--- src/hw/rtl/pte_arb_pkg.sv ---
// shared types, constants and policy lookup for the intent arbiter
`default_nettype none
package pte_arb_pkg;
	localparam int QueueDepth = 8;
	localparam int TypeCount = 7;
	localparam int PosW = $clog2(QueueDepth);
	localparam int CntW = $clog2(QueueDepth + 1);

	localparam logic [1:0] StEnq = 2'd0;
	localparam logic [1:0] StFull = 2'd1;
	localparam logic [1:0] StDisp = 2'd2;
	localparam logic [1:0] StNone = 2'd3;

	typedef struct packed {
		logic [1:0] prio;
		logic [9:0] throttle;
		logic [12:0] expire;
	} policy_t;

	function automatic policy_t policy_of(input logic [2:0] kind);
		policy_t p;
		case (kind)
			3'd0: p = '{2'd2, 10'd250, 13'd5000};
			3'd1: p = '{2'd3, 10'd250, 13'd5000};
			3'd2: p = '{2'd2, 10'd250, 13'd5000};
			3'd3: p = '{2'd3, 10'd500, 13'd8000};
			3'd4: p = '{2'd3, 10'd500, 13'd8000};
			3'd5: p = '{2'd1, 10'd750, 13'd8000};
			3'd6: p = '{2'd1, 10'd750, 13'd5000};
			default: p = '{2'd1, 10'd250, 13'd0};
		endcase
		return p;
	endfunction

	// controller to datapath
	typedef struct packed {
		logic load;      // capture input beat
		logic enq;       // append entry
		logic exp_step;  // examine entry at scan position for expiry
		logic sel_init;  // start best search
		logic sel_step;  // examine entry at scan position for best
		logic rm_best;   // remove chosen entry, record dispatch
	} cmd_t;

	// datapath to controller
	typedef struct packed {
		logic is_sel;
		logic scan_done;
	} stat_t;
endpackage
`default_nettype wire

--- src/hw/rtl/pte_arb_dp.sv ---
// datapath: queue storage, expiry sweep, best search and result register
`default_nettype none
module pte_arb_dp (
	input  wire logic clk,
	input  wire logic arst_n,
	input  wire pte_arb_pkg::cmd_t cmd,
	output pte_arb_pkg::stat_t stat,
	input  wire logic req_type,
	input  wire logic [31:0] now_ms,
	input  wire logic [2:0] intent_kind,
	input  wire logic [15:0] intent_arg,
	output logic [1:0] status,
	output logic [2:0] out_kind,
	output logic [15:0] out_arg,
	output logic [3:0] dropped_count
);
	localparam int D = pte_arb_pkg::QueueDepth;
	localparam int T = pte_arb_pkg::TypeCount;

	logic [pte_arb_pkg::CntW-1:0] count_q, pos_q;
	logic [2:0] kind_q [D];
	logic [15:0] pay_q [D];
	logic [31:0] time_q [D];
	logic [31:0] last_q [T];
	logic req_q;
	logic [31:0] now_q;
	logic [2:0] ikind_q;
	logic [15:0] iarg_q;
	logic [3:0] drop_q;
	logic found_q;
	logic [1:0] bprio_q;
	logic [31:0] btime_q;
	logic [pte_arb_pkg::PosW-1:0] best_q;

	logic [pte_arb_pkg::PosW-1:0] pidx;
	pte_arb_pkg::policy_t pol;
	logic [31:0] age, last, since;
	logic expired, throttled, better;

	// examine the entry at the scan position
	always_comb begin
		pidx = pos_q[pte_arb_pkg::PosW-1:0];
		pol = pte_arb_pkg::policy_of(kind_q[pidx]);
		age = now_q - time_q[pidx];
		expired = (pol.expire != '0) && (age > {19'd0, pol.expire});
		last = (32'(kind_q[pidx]) < 32'(T)) ? last_q[kind_q[pidx]] : 32'd0;
		since = now_q - last;
		throttled = (pol.throttle != '0) && (last != '0) && (since < {22'd0, pol.throttle});
		better = !found_q || (pol.prio > bprio_q) ||
			((pol.prio == bprio_q) && (time_q[pidx] < btime_q));
	end

	assign stat.is_sel = req_q;
	assign stat.scan_done = (pos_q >= count_q);

	// control registers
	always_ff @(posedge clk or negedge arst_n) begin
		if (!arst_n) begin
			count_q <= '0;
			pos_q <= '0;
			found_q <= 1'b0;
			drop_q <= '0;
			for (int k = 0; k < T; k++) last_q[k] <= '0;
		end else begin
			if (cmd.load) begin
				pos_q <= '0;
				drop_q <= '0;
			end
			if (cmd.enq && count_q < pte_arb_pkg::CntW'(D)) count_q <= count_q + 1'b1;
			if (cmd.exp_step) begin
				if (expired) begin
					count_q <= count_q - 1'b1;
					if (drop_q != 4'hf) drop_q <= drop_q + 1'b1;
				end else begin
					pos_q <= pos_q + 1'b1;
				end
			end
			if (cmd.sel_init) begin
				pos_q <= '0;
				found_q <= 1'b0;
			end
			if (cmd.sel_step) begin
				pos_q <= pos_q + 1'b1;
				if (!throttled && better) found_q <= 1'b1;
			end
			if (cmd.rm_best && found_q) begin
				count_q <= count_q - 1'b1;
				if (32'(kind_q[best_q]) < 32'(T)) last_q[kind_q[best_q]] <= now_q;
			end
		end
	end

	// payload registers and queue shifting
	always_ff @(posedge clk) begin
		if (cmd.load) begin
			req_q <= req_type;
			now_q <= now_ms;
			ikind_q <= intent_kind;
			iarg_q <= intent_arg;
		end
		if (cmd.enq && count_q < pte_arb_pkg::CntW'(D)) begin
			kind_q[count_q[pte_arb_pkg::PosW-1:0]] <= ikind_q;
			pay_q[count_q[pte_arb_pkg::PosW-1:0]] <= iarg_q;
			time_q[count_q[pte_arb_pkg::PosW-1:0]] <= now_q;
		end
		if (cmd.exp_step && expired) begin
			for (int k = 0; k < D - 1; k++) begin
				if (k >= int'(pidx)) begin
					kind_q[k] <= kind_q[k+1];
					pay_q[k] <= pay_q[k+1];
					time_q[k] <= time_q[k+1];
				end
			end
		end
		if (cmd.sel_step && !throttled && better) begin
			bprio_q <= pol.prio;
			btime_q <= time_q[pidx];
			best_q <= pidx;
		end
		if (cmd.rm_best) begin
			if (found_q) begin
				status <= pte_arb_pkg::StDisp;
				out_kind <= kind_q[best_q];
				out_arg <= pay_q[best_q];
				for (int k = 0; k < D - 1; k++) begin
					if (k >= int'(best_q)) begin
						kind_q[k] <= kind_q[k+1];
						pay_q[k] <= pay_q[k+1];
						time_q[k] <= time_q[k+1];
					end
				end
			end else begin
				status <= pte_arb_pkg::StNone;
				out_kind <= '0;
				out_arg <= '0;
			end
			dropped_count <= drop_q;
		end
		if (cmd.enq) begin
			status <= (count_q < pte_arb_pkg::CntW'(D)) ? pte_arb_pkg::StEnq
				: pte_arb_pkg::StFull;
			out_kind <= '0;
			out_arg <= '0;
			dropped_count <= '0;
		end
	end
endmodule
`default_nettype wire

--- src/hw/rtl/pte_arb_ctrl.sv ---
// controller: sequences enqueue, expiry sweep, selection and output handshake
`default_nettype none
module pte_arb_ctrl (
	input  wire logic clk,
	input  wire logic arst_n,
	input  wire logic in_valid,
	output logic in_stall,
	output logic out_valid,
	input  wire logic out_stall,
	input  wire pte_arb_pkg::stat_t stat,
	output pte_arb_pkg::cmd_t cmd
);
	typedef enum logic [5:0] {
		S_IDLE = 6'b000001,
		S_DEC  = 6'b000010,
		S_EXP  = 6'b000100,
		S_SEL  = 6'b001000,
		S_RM   = 6'b010000,
		S_OUT  = 6'b100000
	} state_t;

	state_t state_q, state_d;

	// accept only when idle: no beat in progress and no result pending
	assign in_stall = (state_q != S_IDLE);
	assign out_valid = (state_q == S_OUT);

	// next state and commands
	always_comb begin
		state_d = state_q;
		cmd = '0;
		case (state_q)
			S_IDLE: if (in_valid) begin
				cmd.load = 1'b1;
				state_d = S_DEC;
			end
			S_DEC: begin
				if (stat.is_sel) state_d = S_EXP;
				else begin
					cmd.enq = 1'b1;
					state_d = S_OUT;
				end
			end
			S_EXP: begin
				if (stat.scan_done) begin
					cmd.sel_init = 1'b1;
					state_d = S_SEL;
				end else cmd.exp_step = 1'b1;
			end
			S_SEL: begin
				if (stat.scan_done) state_d = S_RM;
				else cmd.sel_step = 1'b1;
			end
			S_RM: begin
				cmd.rm_best = 1'b1;
				state_d = S_OUT;
			end
			S_OUT: if (!out_stall) state_d = S_IDLE;
			default: state_d = S_IDLE;
		endcase
	end

	always_ff @(posedge clk or negedge arst_n) begin
		if (!arst_n) state_q <= S_IDLE;
		else state_q <= state_d;
	end
endmodule
`default_nettype wire

--- src/hw/rtl/priority_throttle_expiry_arbiter_top.sv ---
// Intent arbiter top level: controller plus queue datapath.
// Enqueue: the beat is loaded, appended in S_DEC, and the result is valid in S_OUT.
// Select: the beat passes through S_DEC, the sweep in S_EXP, the search in S_SEL and S_RM to S_OUT.
// One beat in flight; next beat taken once the result beat is accepted, sweep and search 1 entry/cycle.
// Async active-low reset empties the queue and clears all dispatch times.
`default_nettype none
module priority_throttle_expiry_arbiter_top (
	input  wire logic clk,
	input  wire logic arst_n,
	input  wire logic in_valid,
	output logic in_stall,
	input  wire logic req_type,
	input  wire logic [31:0] now_ms,
	input  wire logic [2:0] intent_kind,
	input  wire logic [15:0] intent_arg,
	output logic out_valid,
	input  wire logic out_stall,
	output logic [1:0] status,
	output logic [2:0] out_kind,
	output logic [15:0] out_arg,
	output logic [3:0] dropped_count
);
	pte_arb_pkg::cmd_t cmd;
	pte_arb_pkg::stat_t stat;

	pte_arb_ctrl u_ctrl (
		.clk(clk), .arst_n(arst_n), .in_valid(in_valid), .in_stall(in_stall),
		.out_valid(out_valid), .out_stall(out_stall), .stat(stat), .cmd(cmd)
	);

	pte_arb_dp u_dp (
		.clk(clk), .arst_n(arst_n), .cmd(cmd), .stat(stat),
		.req_type(req_type), .now_ms(now_ms), .intent_kind(intent_kind),
		.intent_arg(intent_arg), .status(status), .out_kind(out_kind),
		.out_arg(out_arg), .dropped_count(dropped_count)
	);
endmodule
`default_nettype wire
--- config.mk ---
export PLATFORM = sky130hd
export DESIGN_NAME = priority_throttle_expiry_arbiter_top
export DESIGN_NICKNAME = d
export VERILOG_FILES = /design/src/hw/rtl/pte_arb_pkg.sv /design/src/hw/rtl/pte_arb_dp.sv /design/src/hw/rtl/pte_arb_ctrl.sv /design/src/hw/rtl/priority_throttle_expiry_arbiter_top.sv
export SDC_FILE = /design/constraint.sdc
export NUM_CORES = 1
export LEC_CHECK = 0
export BUFFER_PORTS_ARGS = -buffer_cell sky130_fd_sc_hd__clkbuf_2
export CAP_MARGIN = 10
export CORE_MARGIN = 2
export CORE_UTILIZATION = 40
export DETAILED_ROUTE_END_ITERATION = 8
export SETUP_SLACK_MARGIN = 0.1
export SYNTH_ARGS = -nofsm -noshare
export SYNTH_HDL_FRONTEND = slang
export SYNTH_SLANG_ARGS = --single-unit
--- constraint.sdc ---
create_clock -name clk -period 9.98 [get_ports clk]
set_clock_uncertainty 0.05 [all_clocks]
set_input_delay 0 -clock clk [delete_from_list [all_inputs] [get_ports clk]]
set_output_delay 0 -clock clk [all_outputs]
set_load 0.01 [all_outputs]
# Yosys cells after proc, flatten, opt, wreduce, memory -nomap -nowiden
# Memories as Yosys holds them, arrays and structs flattened. A register that Yosys moved wholly into a read port is not among the register bits.
# Index checks and enable logic that the tools add are counted.
# W data, S select, Z words.
[classes]
n_reduce_logical = 27
n_eq_ne = 19
magnitude_cmp = 25
bitwise = 23
n_addsub = 6
muxes = 128
[op_table]
columns = ["operator", "count"]
rows = [
  ["$mux W32", 12],
  ["$bwmux W224", 1],
  ["$mux W16", 9],
  ["$pmux W25 S5", 1],
  ["$bmux W32 S3", 1],
  ["$demux W32 S3", 1],
  ["$mux W1", 67],
  ["$sub A32 B32 Y32", 2],
  ["$mux W4", 13],
  ["$mux W3", 14],
  ["$pmux W6 S6", 1],
  ["$gt A32 B13 Y1", 1],
  ["$lt A32 B10 Y1", 1],
  ["$lt A32 B32 Y1", 1],
  ["$reduce_bool A32 Y1", 1],
  ["$reduce_or A32 Y1", 1],
  ["$mux W6", 5],
  ["$or A1 B1 Y1", 21],
  ["$ge A3 B3 Y1 const A", 6],
  ["$reduce_or A16 Y1", 1],
  ["$reduce_bool A13 Y1", 1],
  ["$add A4 B1 Y4 const B", 3],
  ["$ge A1 B3 Y1 const A", 4],
  ["$ge A2 B3 Y1 const A", 4],
  ["other kinds (32)", 56],
]
[word_totals]
elab_cells = 254
memories = 3
reg_bits = 357
ramBits = 408
inputBits = 56
[memory_table]
columns = ["memory", "depth", "word_bits", "rd", "rd_clocked_by_memory_dff", "wr", "line", "source"]
rows = [
  ["u_dp.time_q", 8, 32, 8, 0, 7, "pte_arb_dp.sv:23", "logic [31:0] time_q [D];"],
  ["u_dp.pay_q", 8, 16, 8, 1, 7, "pte_arb_dp.sv:22", "logic [15:0] pay_q [D];"],
  ["u_dp.kind_q", 8, 3, 9, 1, 7, "pte_arb_dp.sv:21", "logic [2:0] kind_q [D];"],
]

# Logic depth before layout (Yosys ltp)
# An unclocked memory read counts as a cell.
[logic_depth]
ltp_word = 13
depth_mapped = 30
mapped_depth_nobuf = 25

# Modules after synthesis
# Synthesis repeated with hierarchy kept, for this count alone.
[hier_totals]
cells_unflattened = 3162
area_unflattened_um2 = 40944.3
[by_module_without_submodules]
columns = ["module", "cells_per_inst", "n_inst", "area_per_inst_um2"]
rows = [
  ["pte_arb_dp", 3119, 1, 40565.2],
  ["pte_arb_ctrl", 43, 1, 379.1],
]

# Worst setup path before layout
# OpenSTA, ideal clock, no wires.
[synth_path]
kind = "register -> register"
start = "register u_dp.pos_q[0] (netlist bit)"
end = "memory u_dp.kind_q[2][0], enable pin"
required_time_ns = 9.042
path_buffers = 4
setup_time_ns = 0.888
arrival_ns = 7.698
synth_period_minus_slack_ns = 8.636
path_stages_with_launch = 28
slack_ns = 1.344
cell_sequence = "dfrtp_1 > buf_2 > buf_1 > buf_1 > mux4_2 > mux2i_1 > ha_1 > nor2b_1 > o21ai_0 > a21oi_1 > nand2b_1 > a21o_1 > a21oi_1 > xnor2_1 > ha_1 > a21o_1 > a21o_1 > a21oi_1 > a31oi_1 > a211oi_1 > nor3_1 > nor4b_2 > nand3_1 > nor4b_4 > nor2_2 > a21oi_2 > buf_2 > o21ai_0"
[synth_lines]
columns = ["item", "line", "source"]
rows = [
  ["start, declared", "pte_arb_dp.sv:20", "logic [pte_arb_pkg::CntW-1:0] count_q, pos_q;"],
  ["start signal, assigned", "pte_arb_dp.sv:75", "pos_q <= pos_q + 1'b1;"],
  ["start signal, assigned", "pte_arb_dp.sv:83", "pos_q <= pos_q + 1'b1;"],
  ["end, declared", "pte_arb_dp.sv:21", ""],
]

==> run_results.csv <==
group,metric,value,unit
clock_tree,clockBufferDepth,3,
yosys,synth.area.top_cells,"edfxtp_1 (37%), dfrtp_1 (15%), mux2_2 (8.4%), mux2_1 (6.1%), mux4_2 (5.9%)",
power,ir_worst_vdd,133,uV
placed_design,post-place-ws,1.76,ns
timing,tightest_slew,1.19,ns
die,pin_count,83,
cells_and_area,nFillCells,9154,
drt,drt_first_pass_iters,5,
timing,finalSetupViolCount,0,
drt,wl,110000,um
yosys,netlist_area,40700,um2
global_routing,gr-total-overflow,0,
placed_design,dp_hpwl,67800,um
power,p_leak,18.2,nW
die,fp.dieW,323,um
timing,rsz0062_at_grt,"false",
clock_tree,cts_resized,0,
run_status,status,"finished, final reports clean",
power,powerDensity,227,nW/um2
yosys,synth.net_count,3201,
global_routing,antenna_found_initial,1,
drt,via_per_inst,5.66,
setup_path,worstPathArrival,8.66,ns
clock_tree,cts_buffers,87,
yosys,synth_edf_count,499,
yosys,synth_seq_cells,768,
global_routing,grt_use_total,0.211,
yosys,synth_flop_cell,"edfxtp_1",
yosys,postSynthCellCount,3024,
clock_tree,clock-sinks,768,
placed_design,port_buffers,82,
timing,slew_violations,0,
setup_path,path_max_fanout,43,
clock_tree,clk_latency,0.69,ns
drt,wire_per_inst,23.8,um
global_routing,grt_max_degree,78,
clock_tree,cts_tree,"built",
worst_hold_path,hold_class,"primary input to register",
flow_run,drv_cap,0,
setup_path,worstPathRequired,10.34,ns
global_routing,grt_first_pass_wirelength,166000,um
timing,tns,0,ns
timing,slew_headroom,0.202,
die,dieArea,104000,um2
yosys,synth_top_area_cell,"edfxtp_1",
setup_path,worstSetupEndpointType,"register",
timing,fin_crit,8.30,ns
clock_tree,cts.clk_slew.worst_paths,0.06,ns
die,die_y,323,um
setup_path,startpoint_type,"register",
cells_and_area,finalNetCount,3364,
placed_design,gp_congestion,0.913,
die,start_util,0.402,
clock_tree,cts-root-buf,"clkbuf_16",
drt,ant_nets,0,
timing,max_freq,120,MHz
timing,hold_viol_final,0,
yosys,synth.yosys.seq_area_share,0.530,
die,placementRows,117,
timing,finalCritPeriodShare,0.832,
yosys,synthArstFlopShare,0.316,
yosys,syn_area_per_cell,13.5,um2
clock_tree,htree_levels,3,
yosys,yosys_warnings,0,
setup_path,worst-setup-path-type,"register to register",
yosys,synth.distinct_cells,100,
die,core,101000,um2
cells_and_area,synthToLayoutAreaGrowth,14.5,%
cells_and_area,drive_gt1_frac,0.252,
yosys,yosys.area.top_type_share,0.368,
drt,via_count,26200,
drt,drc,0,
global_routing,first_global_vias,26400,
timing,timing.final.ws_setup,1.68,ns
drt,drtIter0Drc,2126,
-- synthesized netlist by cell type (30+ instances only) --
master and n:
dfrtp_1 242, mux2_1 220, o21ai_0 105, clkbuf_1 112
a21o_1 49, edfxtp_1 499, nor3_1 32, nor2_1 68
inv_1 98, mux2i_1 80, ha_1 119, nand2_1 261
a21oi_1 130, nand4_1 33, mux4_2 107, mux2_4 60
mux2_2 305, xnor2_1 30, a31oi_1 32, nand3_1 34
-- worst max-delay path, stage by stage, from the launching register on --
cell and delay, ns:
dfrtp_4 0.99, mux4_2 0.59, mux2i_1 0.21, ha_1 0.26, nor2b_1 0.12, o21ai_0 0.48
a21oi_1 0.22, nand2b_1 0.24, a21o_1 0.19, a21oi_1 0.17, xnor2_1 0.14, ha_1 0.26
a21o_1 0.16, a21o_1 0.17, a21oi_1 0.18, a31oi_1 0.15, a211oi_1 0.27, nor3_1 0.11
nor4b_2 0.27, nand3_1 0.16, nor4b_4 0.59, nor2_2 0.19, a21oi_4 0.93, buf_4 0.48
mux2_2 0.37
-- registers in the layout (all words and copies together) (netlist names), 4 cells and up, named ones only --
signal              count
u_dp.btime_q           32
u_dp.pos_q              4
u_dp.drop_q             4
u_dp.dropped_count      4
u_dp.pay_q            128
u_dp.kind_q            24
u_ctrl.state_q          6
u_dp.last_q           224
u_dp.now_q             32
u_dp.count_q            4
u_dp.time_q           256
u_dp.out_arg           16
u_dp.iarg_q            16
-- layer usage --
metal,GRT usage,wire [um],up-vias,share of wire
met5,0,0,-,0
met4,0.0606,2630,0,0.024
met3,0.0326,5840,141,0.053
met2,0.338,51300,682,0.46
met1,0.298,50500,13500,0.46
li1,-,-,11900,-
-- final cells by class --
class | instances | area (um2) | area share
antenna | 1 | 2.50 | 0.0000537
tap | 1368 | 1710 | 0.0367
multi-input combinational | 1970 | 18000 | 0.386
sequential | 768 | 21600 | 0.464
inverter | 99 | 373 | 0.00800
timing repair buffer | 261 | 2040 | 0.0438
clock buffer | 113 | 2340 | 0.0501
clock inverter | 47 | 532 | 0.0114
-- cells by family after synthesis --
group	after synthesis	synth area share
DFF	768	0.530
xor gates and xnor gates	44	0.00965
buffers and inverters	286	0.0322
muxes	775	0.248
adders and majority gates	121	0.0376
AOI/OAI and AO/OA	473	0.0761
and+or+nand+nor	557	0.0664
-- path summary, 6_finish.rpt --
| path | startpoint | endpoint | slack [ns] | cells after the start |
|---|---|---|---|---|
| worst min-delay path | intent_arg[14] | u_dp.iarg_q[14] | 0.03 | 2 |
| worst min register to register | u_dp.out_arg[10] | u_dp.out_arg[10] | 0.40 | 2 |
| max in group asynchronous | arst_n | u_dp.last_q[165] | 7.69 | 5 |
| worst max register to register | u_dp.pos_q[0] | u_dp.time_q[0][13] | 1.68 | 24 |
| min in group asynchronous | arst_n | u_dp.last_q[27] | 0.44 | 4 |
| worst max-delay path | u_dp.pos_q[0] | u_dp.time_q[0][13] | 1.68 | 24 |
-- metrics by stage --
step                utilization  instance area (um2)  power, mW  hold slack, ns  cells
floorplan                     -                40700       6.35          -0.346   3024
global placement          0.421                42700       7.33         -0.0759   4363
detailed placement        0.421                42700       7.35         -0.0738   4363
CTS                       0.460                46600       10.7         0.00656   4626
global route              0.460                46600       11.1          0.0228   4626
finish                    0.460                46600       10.6          0.0268   4627
-- what timing repair did --
item                      4_1_cts  5_1_grt
hold endpoints to repair      224        0
hold buffers                  103        0
setup buffers                   0        0
-- power breakdown --
part	leakage (nW)	total (mW)	internal, mW	switching, mW
combinational	8.70	3.48	1.40	2.08
sequential	8.10	3.88	3.71	0.170
clock	1.40	3.23	1.87	1.36
total	18.2	10.6	6.99	3.61
-- cells in the final DEF, fill, tap and decap left out, drive strengths merged, types with 12 or more instances in the layout --
cell type,n
mux2,585
edfxtp,499
nand2,263
dfrtp,242
clkbuf,194
a21oi,133
ha,119
o21ai,114
mux4,108
dlygate4sd3,102
inv,99
mux2i,82
buf,78
nor2,71
a21o,49
clkinv,38
a31oi,34
nand3,34
nand4,33
nor3,32
xnor2,31
nor4,30
dfxtp,26
and3,21
o211ai,15
o21bai,15
nand2b,14
xor2,13
a211o,12
(Power assumes the default switching activity.)
